===== config.mk =====
export PLATFORM = sky130hd
export DESIGN_NAME = grtt_ctrl
export DESIGN_NICKNAME = d
export VERILOG_FILES = /design/src/rtl/core/grtt_pkg.sv /design/src/rtl/core/grtt_ctrl.sv
export SDC_FILE = /design/constraint.sdc
export NUM_CORES = 1
export LEC_CHECK = 0
export BUFFER_PORTS_ARGS = -buffer_cell sky130_fd_sc_hd__buf_2
export CELL_PAD_IN_SITES_DETAIL_PLACEMENT = 0
export CELL_PAD_IN_SITES_GLOBAL_PLACEMENT = 2
export CORE_MARGIN = 2
export CORE_UTILIZATION = 25
export DETAILED_ROUTE_END_ITERATION = 8
export HOLD_SLACK_MARGIN = 0.1
export MAX_ROUTING_LAYER = met4
export PLACE_DENSITY = 0.85
export SYNTH_ARGS = -nofsm -noshare
export SYNTH_HDL_FRONTEND = slang
export SYNTH_SLANG_ARGS = --single-unit
export TNS_END_PERCENT = 100

===== constraint.sdc =====
create_clock -name clk_i -period 4.8 [get_ports clk_i]
set_input_delay 0.24 -clock clk_i [delete_from_list [all_inputs] [get_ports clk_i]]
set_output_delay 0.24 -clock clk_i [all_outputs]
set_load 0.1 [all_outputs]

===== src/rtl/core/grtt_pkg.sv =====
// Shared types, widths and codes of the grid ray tile trace unit.
`default_nettype none
package grtt_pkg;

  localparam int unsigned MAP_SIDE_DEF  = 64;
  localparam int unsigned FRAC_BITS_DEF = 16;

  localparam int unsigned MODE_W   = 2;
  localparam int unsigned CELL_W   = 6;
  localparam int unsigned POS_W    = 22;
  localparam int unsigned DIR_W    = 23;
  localparam int unsigned BUDGET_W = 16;
  localparam int unsigned STAT_W   = 2;

  // Minor position accumulator: start position plus one step, with sign.
  localparam int unsigned MPOS_W = 34;
  // Step divider operands: |minor|*256 over |major|>>8.
  localparam int unsigned DIVD_W = DIR_W + 8;
  localparam int unsigned DIVS_W = DIR_W - 8;

  localparam logic [MODE_W-1:0] MODE_WRITE = 2'd0;
  localparam logic [MODE_W-1:0] MODE_TRACE = 2'd1;
  localparam logic [MODE_W-1:0] MODE_READ  = 2'd2;
  localparam logic [MODE_W-1:0] MODE_CLEAR = 2'd3;

  localparam logic [STAT_W-1:0] STAT_NONE = 2'd0;
  localparam logic [STAT_W-1:0] STAT_HIT  = 2'd1;
  localparam logic [STAT_W-1:0] STAT_OUT  = 2'd2;

  typedef enum logic [3:0] {
    ST_CLEAR, ST_IDLE, ST_WR, ST_RD, ST_RD_WAIT, ST_SEEN_CLR, ST_DIV_GO, ST_DIV,
    ST_INIT, ST_STEP, ST_CHK, ST_CWAIT, ST_TWAIT, ST_DONE
  } ctrl_state_e;

  typedef enum logic [3:0] {
    OP_NOP, OP_LOAD, OP_CLR_ALL, OP_CLR_SEEN, OP_WRITE, OP_READ_RES, OP_DIV_START,
    OP_INIT, OP_SET_OUT, OP_STEP, OP_RD_CORNER, OP_RD_TILE, OP_RD_TILE_UPD,
    OP_HIT_CORNER, OP_HIT_TILE, OP_COUNT
  } dp_op_e;

  typedef struct packed {
    dp_op_e op;
    logic   out_load;
  } dp_cmd_t;

  typedef struct packed {
    logic sweep_last;
    logic div_done;
    logic start_out;
    logic step_out;
    logic tile_out;
    logic min_changed;
    logic corner_hit;
    logic tile_hit;
    logic budget_done;
    logic out_free;
  } dp_sts_t;

endpackage
`default_nettype wire


===== src/rtl/core/grtt_ctrl.sv =====
// Controller state machine that sequences the datapath for each item.
`default_nettype none
module grtt_ctrl
  import grtt_pkg::*;
(
  input  wire               clk_i,
  input  wire               rst_ni,
  input  wire               in_valid_i,
  input  wire [MODE_W-1:0]  mode_i,
  output logic              in_ready_o,
  input  wire dp_sts_t      sts_i,
  output dp_cmd_t           cmd_o
);

  ctrl_state_e state_q, state_d;

  always_ff @(posedge clk_i or negedge rst_ni) begin
    if (!rst_ni) begin
      state_q <= ST_CLEAR;
    end else begin
      state_q <= state_d;
    end
  end

  always_comb begin
    state_d      = state_q;
    cmd_o.op     = OP_NOP;
    cmd_o.out_load = 1'b0;
    in_ready_o   = 1'b0;
    case (state_q)
      ST_CLEAR: begin
        cmd_o.op = OP_CLR_ALL;
        if (sts_i.sweep_last) state_d = ST_IDLE;
      end
      ST_IDLE: begin
        in_ready_o = 1'b1;
        if (in_valid_i) begin
          cmd_o.op = OP_LOAD;
          case (mode_i)
            MODE_WRITE: state_d = ST_WR;
            MODE_TRACE: state_d = ST_DIV_GO;
            MODE_READ:  state_d = ST_RD;
            default:    state_d = ST_SEEN_CLR;
          endcase
        end
      end
      ST_WR: begin
        cmd_o.op = OP_WRITE;
        state_d  = ST_DONE;
      end
      ST_RD: state_d = ST_RD_WAIT;
      ST_RD_WAIT: begin
        cmd_o.op = OP_READ_RES;
        state_d  = ST_DONE;
      end
      ST_SEEN_CLR: begin
        cmd_o.op = OP_CLR_SEEN;
        if (sts_i.sweep_last) state_d = ST_DONE;
      end
      ST_DIV_GO: begin
        cmd_o.op = OP_DIV_START;
        state_d  = ST_DIV;
      end
      ST_DIV: begin
        if (sts_i.div_done) state_d = ST_INIT;
      end
      ST_INIT: begin
        if (sts_i.start_out) begin
          cmd_o.op = OP_SET_OUT;
          state_d  = ST_DONE;
        end else begin
          cmd_o.op = OP_INIT;
          state_d  = ST_STEP;
        end
      end
      ST_STEP: begin
        if (sts_i.step_out) begin
          cmd_o.op = OP_SET_OUT;
          state_d  = ST_DONE;
        end else begin
          cmd_o.op = OP_STEP;
          state_d  = ST_CHK;
        end
      end
      ST_CHK: begin
        if (sts_i.tile_out) begin
          cmd_o.op = OP_SET_OUT;
          state_d  = ST_DONE;
        end else if (sts_i.min_changed) begin
          cmd_o.op = OP_RD_CORNER;
          state_d  = ST_CWAIT;
        end else begin
          cmd_o.op = OP_RD_TILE;
          state_d  = ST_TWAIT;
        end
      end
      ST_CWAIT: begin
        if (sts_i.corner_hit) begin
          cmd_o.op = OP_HIT_CORNER;
          state_d  = ST_DONE;
        end else begin
          cmd_o.op = OP_RD_TILE_UPD;
          state_d  = ST_TWAIT;
        end
      end
      ST_TWAIT: begin
        if (sts_i.tile_hit) begin
          cmd_o.op = OP_HIT_TILE;
          state_d  = ST_DONE;
        end else if (sts_i.budget_done) begin
          state_d = ST_DONE;
        end else begin
          cmd_o.op = OP_COUNT;
          state_d  = ST_STEP;
        end
      end
      ST_DONE: begin
        if (sts_i.out_free) begin
          cmd_o.out_load = 1'b1;
          state_d        = ST_IDLE;
        end
      end
      default: state_d = ST_IDLE;
    endcase
  end

`ifndef SYNTHESIS
  a_cwait_from_chk: assert property (@(posedge clk_i) disable iff (!rst_ni)
    (state_q == ST_CWAIT) |-> ($past(state_q) == ST_CHK))
    else $error("corner wait entered without a corner read");

  a_twait_after_read: assert property (@(posedge clk_i) disable iff (!rst_ni)
    (state_q == ST_TWAIT) |-> ($past(state_q) == ST_CHK || $past(state_q) == ST_CWAIT))
    else $error("tile wait entered without a tile read");

  a_div_to_init: assert property (@(posedge clk_i) disable iff (!rst_ni)
    (state_q == ST_DIV && sts_i.div_done) |=> (state_q == ST_INIT))
    else $error("divider result not taken");

  a_clear_once: assert property (@(posedge clk_i) disable iff (!rst_ni)
    (state_q != ST_CLEAR) |=> (state_q != ST_CLEAR))
    else $error("reset clearing pass re-entered");

  a_load_when_free: assert property (@(posedge clk_i) disable iff (!rst_ni)
    cmd_o.out_load |-> sts_i.out_free)
    else $error("result overwrites one not yet transferred");
`endif

endmodule
`default_nettype wire


==> flow_metrics.tcl, run 1 <==
set metrics [dict create \
    min_to "state_q[0]$_DFFE_PN0P_" \
    register_to_register_setup_slack_ns 2.74 \
    regMostFlops "state_q" \
    syn2layout_area_growth_pct 16.58 \
    worst_slack_ns 2.295 \
    antennaDiodeCount 0 \
    floorplan.die_area_um2 3247 \
    viasPerCell 5.556 \
    grt_setup_unrepaired "no" \
    worstMarginPinSlew_ns 0.8705 \
    achievable-frequency_mhz 399.2 \
    max-clock-path-buffers 2 \
    floorplan.io_pins 21 \
    critPathLaunchType "flop" \
    setup_viol 0 \
    routed-via-count 800 \
    share_of_the_cycle_needed_by_the_critical_path_after_routing_pct 52.19 \
    cpMaxStageDelayCell "sky130_fd_sc_hd__dfrtp_1" \
    skew_ns 0.002263 \
    cts_inserted_buffers 3 \
    largest_net_degree_at_the_start_of_global_routing 29 \
    min-delay-path-class "input pin to flop" \
    regToRegEndpoint "state_q[1]$_DFFE_PN0P_" \
    dieWidth_um 56.99 \
    grt_pass1_wl_um 3298 \
    gate_count_after_technology_mapping 98 \
    syn_area_per_cell_um2 7.162 \
    drtAntennaViolNets 0 \
    final_layout_size_suffix_gt1_share_pct 24.78 \
    drt_wl_total_um 1943 \
    core_area_um2 2710 \
    clock_tree_root "sky130_fd_sc_hd__clkbuf_4" \
    route.detailed.drc 0 \
    synth.lib_cells_used.distinct 36 \
    max-slew-margin-rel_pct 41.97 \
    nFillCells 325 \
    die-height_um 56.99 \
    min_from "sts_i[9]" \
    cts_htree_levels 1 \
    gp_congestion 0.8267 \
    final_cell_count_no_fill 144 \
    ff2ff_path_depth 5 \
    grt_util_all_layers_pct 12.90 \
    crit-reg2reg-launch "state_q[3]$_DFFE_PN0P_" \
    max-cap-violations 0 \
    grt_pass1_vias 734 \
    finalCoreUtilization_pct 30.19 \
    postCtsSetupBuffers 0 \
    setup.worst_path.class "flop to output port" \
    grt_remaining_overflow 0 \
    num-nets-final 130 \
    crit_arrival_ns 2.27 \
    worstPathCellList "nand2_1, o211ai_1, o31ai_1, o22ai_1, buf_2" \
    detail_route.iter0.violations 20 \
    synth_top_area_cell "sky130_fd_sc_hd__dfrtp_1" \
    synth-seq-area-share_pct 14.26 \
    cts_repair_resize_count 0 \
    cts_tree "yes" \
    routedWlPerCell_um 13.49 \
    synth.ff_latch_count 4 \
    detailedPlace.worstSlack_ns 2.555 \
    worst_setup_path_end_kind "output port" \
    timing.final.max_slew_violations 0 \
    yosys-top-cells-area "sky130_fd_sc_hd__dfrtp_1 14%, sky130_fd_sc_hd__nand2b_1 8.0%, sky130_fd_sc_hd__nor2b_1 6.2%" \
    largest_register_ffs 4 \
    period_minus_slack_ns 2.505 \
    outcome "complete, no violations" \
    dpl.hpwl_um 1467 \
    worstPathMaxFanout 28 \
    slowest_delay_ns 0.90 \
    clock_sinks 4 \
    worst-endpoint-required_ns 4.56 \
    antenna_found_initial 0 \
    worst_hold_depth 3 \
    firstDrtPassIters 4 \
    placed_cells_incl_taps 140 \
    synthesis.yosys.warnings 0 \
    clk_transition_reported_paths_ns 0.04 \
    synthesis.area_um2 701.9 \
    worstSkewPairLatency_ns 0.23 \
    syn_nets 113 \
    initial_utilization_pct 25.90 \
    timing.final.hold_violations 0 \
    placementRows 19 \
    fin_tns_setup_ns 0 \
    netlist.area_leader.share_pct 14.26 \
    io_buffers 20 \
    reg_top3 "state_q (4)" \
]
## worst max-delay path, delay by kind of cell, from the launching register on
family	cells	cell delay [ns]
AOI/OAI and AO/OA	3	0.46
buffers and inverters	1	0.46
DFF	1	0.90
and+or+nand+nor	1	0.21
## stage by stage
step | hold WS (ns) | area, µm²
2_1_floorplan | -0.05559 | 701.9
5_1_grt | 0.2890 | 818.3
6_report | 0.2821 | 818.3
3_5_place_dp | 0.04662 | 785.8
3_3_place_gp | 0.04349 | 785.8
4_1_cts | 0.2877 | 818.3
## metal layers
metal,GRT usage (%),wire (µm),up-vias,part of all wire (%)
met3,2.948,132,0,6.8
met1,18.11,959,369,49
met4,1.993,0,0,0
met5,-,0,-,0
met2,19.38,851,27,44
li1,-,-,404,-
## cell usage in the layout, fill, tap and decap left out, drive strengths merged, types with 2 or more instances in the layout
cell type  instances
a2111oi            2
a21oi              6
a22oi              2
a31oi              3
buf               20
clkbuf             3
dfrtp              4
inv                2
nand2              6
nand2b             9
nand3              5
nand3b             2
nor2               8
nor2b              7
nor3               6
nor3b              2
o21ai              5
o221ai             2
o22ai              3
o31ai              3
## synth_stat cells
cell                        instances
sky130_fd_sc_hd__o31ai_1            3
sky130_fd_sc_hd__buf_6              2
sky130_fd_sc_hd__nand2_1            6
sky130_fd_sc_hd__buf_2              5
sky130_fd_sc_hd__inv_1              2
sky130_fd_sc_hd__o31a_1             1
sky130_fd_sc_hd__o32a_1             1
sky130_fd_sc_hd__clkbuf_1           1
sky130_fd_sc_hd__mux2i_1            1
sky130_fd_sc_hd__nor3_1             6
sky130_fd_sc_hd__o221ai_1           2
sky130_fd_sc_hd__o21ai_0            4
sky130_fd_sc_hd__nand2b_1           9
sky130_fd_sc_hd__a22o_1             1
sky130_fd_sc_hd__nor2_1             8
sky130_fd_sc_hd__o21a_1             1
sky130_fd_sc_hd__nand3_1            5
sky130_fd_sc_hd__nor2b_1            7
sky130_fd_sc_hd__o22ai_1            3
sky130_fd_sc_hd__a32o_2             1
sky130_fd_sc_hd__o211ai_1           1
sky130_fd_sc_hd__a22oi_1            2
sky130_fd_sc_hd__a21boi_0           1
sky130_fd_sc_hd__a31o_1             1
sky130_fd_sc_hd__or2_4              1
sky130_fd_sc_hd__a2111oi_4          1
sky130_fd_sc_hd__a2111oi_1          1
sky130_fd_sc_hd__nor4b_2            1
sky130_fd_sc_hd__a32oi_1            1
sky130_fd_sc_hd__nand3b_1           2
sky130_fd_sc_hd__o21ai_2            1
sky130_fd_sc_hd__buf_1              1
sky130_fd_sc_hd__a31oi_1            3
sky130_fd_sc_hd__dfrtp_1            4
sky130_fd_sc_hd__nor3b_1            2
sky130_fd_sc_hd__a21oi_1            6
## worst max path at each step
stage	slack, ns	to	startpoint	cells past startpoint
after floorplan	1.39	cmd_o[4]	state_q[0]$_DFFE_PN0P_	5
after global placement	2.56	cmd_o[2]	state_q[2]$_DFFE_PN0P_	5
after detailed placement	2.56	cmd_o[2]	state_q[3]$_DFFE_PN0P_	5
after CTS	2.31	cmd_o[2]	state_q[3]$_DFFE_PN0P_	5
after global routing	2.09	cmd_o[2]	state_q[3]$_DFFE_PN0P_	5
final	2.29	cmd_o[2]	state_q[3]$_DFFE_PN0P_	5
## cells by family (layout without fill, tap and decap cells)
group | after synthesis | in the layout | share of synthesized area (%)
and+or+nand+nor | 47 | 47 | 37.25
buffers and inverters | 11 | 26 | 8.911
muxes | 1 | 1 | 1.426
DFF | 4 | 4 | 14.26
AOI/OAI and AO/OA | 35 | 35 | 38.15
## layout make-up
type / instances / area [µm²] / share of cell area [%]
clock buffers: 3 / 22.52 / 2.752
multi-input cells: 83 / 539.3 / 65.90
inverters: 2 / 7.507 / 0.9174
well taps: 31 / 38.79 / 4.740
repair buffers: 21 / 110.1 / 13.46
flip-flops and latches: 4 / 100.1 / 12.23
## timing repair
action,in CTS,in global routing
setup endpoints to repair,0,0
endpoints found under the hold margin,4,0
hold buffers,1,0
Power of run 1 is left out: the tool's default activity adds up to more than one toggle a clock period on the data nets, which glitch-free logic cannot reach.
==> inputs of run 2 (changes only) <==
Settings changed: CORE_UTILIZATION 25 to 24.
Clock period 4.8 ns to 2.3 ns, I/O delays scaled along.
==> flow_metrics.tcl, run 2 (synthesized netlist as in run 1, its figures left out) <==
set metrics [dict create \
    min-delay-path-class "input pin to flop" \
    max-cap-violations 0 \
    ff2ff_path_depth 6 \
    cts_inserted_buffers 3 \
    skew_ns 0.002673 \
    min_from "sts_i[9]" \
    achievable-frequency_mhz 475.0 \
    regToRegEndpoint "state_q[0]$_DFFE_PN0P_" \
    num-nets-final 135 \
    cts_tree "yes" \
    min_to "state_q[0]$_DFFE_PN0P_" \
    finalCoreUtilization_pct 32.89 \
    reg_top3 "state_q (4)" \
    largest_net_degree_at_the_start_of_global_routing 24 \
    clock_tree_root "sky130_fd_sc_hd__clkbuf_4" \
    nFillCells 292 \
    io_buffers 20 \
    routedWlPerCell_um 14.10 \
    grt_pass1_wl_um 3498 \
    grt_setup_unrepaired "no" \
    route.detailed.drc 0 \
    setup.worst_path.class "flop to output port" \
    max-clock-path-buffers 2 \
    final_layout_size_suffix_gt1_share_pct 32.20 \
    routed-via-count 805 \
    setup_viol 0 \
    crit-reg2reg-launch "state_q[1]$_DFFE_PN0P_" \
    largest_register_ffs 4 \
    cts_htree_levels 1 \
    critPathLaunchType "flop" \
    initial_utilization_pct 25.45 \
    regMostFlops "state_q" \
    core_area_um2 2758 \
    share_of_the_cycle_needed_by_the_critical_path_after_routing_pct 91.54 \
    dpl.hpwl_um 1563 \
    register_area_um2 101.3 \
    detailedPlace.worstSlack_ns 0.3577 \
    max-slew-margin-rel_pct 61.20 \
    clk_transition_reported_paths_ns 0.03 \
    final_common_cell "sky130_fd_sc_hd__buf_2" \
    worstSkewPairLatency_ns 0.23 \
    most_used_cells_in_the_layout_excluding_fill_and_tap_cells "18 x sky130_fd_sc_hd__buf_2, 9 x sky130_fd_sc_hd__nand2b_1, 7 x sky130_fd_sc_hd__nor2_1, 7 x sky130_fd_sc_hd__nor2b_1" \
    worst-endpoint-required_ns 2.18 \
    worst_setup_path_end_kind "output port" \
    detail_route.iter0.violations 23 \
    outcome "complete, no violations" \
    viasPerCell 5.403 \
    period_minus_slack_ns 2.105 \
    worst_slack_ns 0.1947 \
    antenna_found_initial 0 \
    crit_arrival_ns 1.99 \
    grt_remaining_overflow 0 \
    floorplan.io_pins 21 \
    placed_cells_incl_taps 145 \
    drtAntennaViolNets 0 \
    multiInputGateArea_um2 559.3 \
    floorplan.die_area_um2 3373 \
    dieWidth_um 58.08 \
    grt_util_all_layers_pct 13.21 \
    final_cell_count_no_fill 149 \
    die-height_um 58.08 \
    firstDrtPassIters 4 \
    antennaDiodeCount 0 \
    worst_hold_depth 3 \
    worstMarginPinSlew_ns 0.5820 \
    timing.final.hold_violations 0 \
    worstPathMaxFanout 13 \
    register_to_register_setup_slack_ns 0.38 \
    clock_sinks 4 \
    placementRows 19 \
    grt_pass1_vias 827 \
    timing.final.max_slew_violations 0 \
    drt_wl_total_um 2101 \
    syn2layout_area_growth_pct 29.23 \
    gp_congestion 0.8456 \
]
run 2: changes by cell type in the layout (fill, tap and decap cells not counted), sizes merged:
| cell | delta |
|---|---|
| buf | +5 |
run 2: timing repair:
item                                   4_1_cts  5_1_grt
hold buffers                                 1        0
gates resized for setup                      0        1
setup endpoints to repair                    0        2
setup buffers                                0        0
endpoints found under the hold margin        4        0
run 2: final cells by class:
| cell class | instances | share of cell area [%] |
|---|---|---|
| clock buffer | 3 | 2.483 |
| inverter | 2 | 0.8276 |
| sequential | 4 | 11.17 |
| multi-input combinational | 83 | 61.66 |
| tap | 31 | 4.276 |
| timing repair buffer | 26 | 19.59 |
run 2: routing by layer:
layer / routed length (µm) / share of wire (%) / track usage [%] / vias to the layer above
met5: 0 / 0 / - / -
met4: 34 / 1.6 / 6.312 / 0
met3: 158 / 7.5 / 2.009 / 4
met2: 871 / 41 / 18.99 / 32
met1: 1037 / 49 / 17.97 / 360
li1: - / - / - / 409
run 2: critical path, cell delays in order (launching register included):
cell                       delay (ns)
sky130_fd_sc_hd__dfrtp_1         0.54
sky130_fd_sc_hd__buf_4           0.26
sky130_fd_sc_hd__nor2_1          0.24
sky130_fd_sc_hd__nand3_1         0.12
sky130_fd_sc_hd__a21boi_1        0.16
sky130_fd_sc_hd__buf_2           0.43
run 2: through the flow:
| stage | instance area, µm² | setup TNS [ns] | hold slack [ns] |
|---|---|---|---|
| floorplan | 721.9 | -0.2522 | -0.1806 |
| global placement | 873.3 | 0 | -0.07903 |
| detailed placement | 873.3 | 0 | -0.08053 |
| CTS | 905.9 | 0 | 0.1743 |
| global route | 907.1 | 0 | 0.1799 |
| finish | 907.1 | 0 | 0.1701 |
run 2: worst max path at each step:
stage	slack [ns]	startpoint	endpoint	depth (start not counted)
detailed placement	0.36	state_q[3]$_DFFE_PN0P_	cmd_o[3]	4
floorplan	-0.25	state_q[0]$_DFFE_PN0P_	cmd_o[4]	5
finish	0.19	state_q[0]$_DFFE_PN0P_	cmd_o[4]	5
global placement	0.33	state_q[3]$_DFFE_PN0P_	cmd_o[3]	4
CTS	0.10	state_q[3]$_DFFE_PN0P_	cmd_o[3]	4
global route	0.07	state_q[0]$_DFFE_PN0P_	cmd_o[4]	5
Power of run 2 is left out for the same reason.
==> inputs of run 3 (changes only) <==
Settings changed: CORE_ASPECT_RATIO from default to 0.75.
==> flow_metrics.tcl, run 3 (synthesized netlist as in run 1, its figures left out) <==
set metrics [dict create \
    dpl.hpwl_um 1641 \
    final_layout_size_suffix_gt1_share_pct 30.77 \
    routed-via-count 817 \
    crit_arrival_ns 2.07 \
    postCtsSetupBuffers 0 \
    firstDrtPassIters 6 \
    initial_utilization_pct 25.97 \
    min-delay-path-class "input pin to flop" \
    grt_remaining_overflow 0 \
    worst-endpoint-required_ns 2.18 \
    grt_util_all_layers_pct 13.72 \
    nFillCells 297 \
    worstMarginPinSlew_ns 0.7249 \
    largest_register_ffs 4 \
    max-cap-violations 0 \
    regMostFlops "state_q" \
    final_common_cell "sky130_fd_sc_hd__buf_2" \
    worstPathMaxFanout 21 \
    cts_tree "yes" \
    grt_setup_unrepaired "no" \
    worst_slack_ns 0.1156 \
    grt_pass1_vias 728 \
    worstSkewPairLatency_ns 0.21 \
    drtAntennaViolNets 0 \
    io_buffers 20 \
    clk_transition_reported_paths_ns 0.03 \
    die-height_um 50.84 \
    route.detailed.drc 0 \
    max-clock-path-buffers 2 \
    placed_cells_incl_taps 149 \
    antenna_found_initial 0 \
    detail_route.iter0.violations 57 \
    max-slew-margin-rel_pct 51.67 \
    cts_repair_resize_count 0 \
    gp_congestion 0.7951 \
    skew_ns 0.002066 \
    achievable-frequency_mhz 457.8 \
    routedWlPerCell_um 14.11 \
    timing.final.max_slew_violations 0 \
    cts_inserted_buffers 3 \
    largest_net_degree_at_the_start_of_global_routing 29 \
    cts_htree_levels 1 \
    syn2layout_area_growth_pct 31.19 \
    floorplan.io_pins 21 \
    grt_pass1_wl_um 3512 \
    placementRows 16 \
    floorplan.die_area_um2 3378 \
    setup_viol 0 \
    cts_hold_repair.buffers 1 \
    most_used_cells_in_the_layout_excluding_fill_and_tap_cells "19 x sky130_fd_sc_hd__buf_2, 9 x sky130_fd_sc_hd__nand2b_1, 7 x sky130_fd_sc_hd__nor2_1, 7 x sky130_fd_sc_hd__nor2b_1" \
    critPathLaunchType "flop" \
    viasPerCell 5.340 \
    worst_setup_path_end_kind "output port" \
    outcome "complete, no violations" \
    drt_wl_total_um 2159 \
    antennaDiodeCount 0 \
    detailedPlace.worstSlack_ns 0.3712 \
    share_of_the_cycle_needed_by_the_critical_path_after_routing_pct 94.98 \
    period_minus_slack_ns 2.184 \
    clock_sinks 4 \
    finalCoreUtilization_pct 34.07 \
    core_area_um2 2703 \
    timing.final.hold_violations 0 \
    final_cell_count_no_fill 153 \
    setup.worst_path.class "flop to output port" \
    dieWidth_um 66.45 \
    num-nets-final 134 \
    clock_tree_root "sky130_fd_sc_hd__clkbuf_8" \
    reg_top3 "state_q (4)" \
]
## run 3: changes by cell type in the layout (fill, tap and decap cells not counted)
cell	before	now
sky130_fd_sc_hd__dfrtp_1	3	4
sky130_fd_sc_hd__dfrtp_2	1	0
sky130_fd_sc_hd__clkbuf_8	0	3
sky130_fd_sc_hd__clkbuf_4	3	0
sky130_fd_sc_hd__buf_4	5	3
sky130_fd_sc_hd__buf_2	18	19
## run 3: critical path, cell delays in order, from the launching register on
cell and delay, ns:
sky130_fd_sc_hd__dfrtp_1 0.80, sky130_fd_sc_hd__nand2_1 0.19, sky130_fd_sc_hd__nor3b_1 0.22, sky130_fd_sc_hd__o21ai_0 0.12, sky130_fd_sc_hd__o221ai_2 0.07, sky130_fd_sc_hd__buf_2 0.45
## run 3: layout make-up
| cell class | count | area [µm²] | area share, % |
|---|---|---|---|
| well taps | 36 | 45.04 | 4.891 |
| flip-flops and latches | 4 | 100.1 | 10.87 |
| multi-input cells | 83 | 559.3 | 60.73 |
| clock buffers | 3 | 41.29 | 4.484 |
| repair buffers | 25 | 167.7 | 18.21 |
| inverters | 2 | 7.507 | 0.8152 |
## run 3: final timing paths
| kind | from | end | slack, ns | cells past startpoint |
|---|---|---|---|---|
| worst min register to register | state_q[3]$_DFFE_PN0P_ | state_q[1]$_DFFE_PN0P_ | 0.66 | 2 |
| max in group asynchronous | rst_ni | state_q[1]$_DFFE_PN0P_ | 1.95 | 2 |
| worst min-delay path | sts_i[9] | state_q[0]$_DFFE_PN0P_ | 0.20 | 3 |
| worst max-delay path | state_q[0]$_DFFE_PN0P_ | cmd_o[1] | 0.12 | 5 |
| worst max register to register | state_q[0]$_DFFE_PN0P_ | state_q[3]$_DFFE_PN0P_ | 0.34 | 5 |
| min in group asynchronous | rst_ni | state_q[2]$_DFFE_PN0P_ | 0.23 | 2 |
## run 3: per-stage QoR
stage | TNS [ns] | area, µm² | hold WS (ns)
2_1_floorplan | -0.2522 | 721.9 | -0.1806
3_3_place_gp | 0 | 869.6 | -0.08034
3_5_place_dp | 0 | 869.6 | -0.07608
4_1_cts | 0 | 920.9 | 0.1987
5_1_grt | 0 | 920.9 | 0.2235
6_report | 0 | 920.9 | 0.2033
## run 3: metal layers
metal	part of all wire [%]	GRT usage (%)	vias up
li1	-	-	412
met1	54	21.37	384
met2	40	17.50	21
met3	5.6	3.084	0
met4	0	3.061	0
met5	0	-	-
Power of run 3 is left out for the same reason.
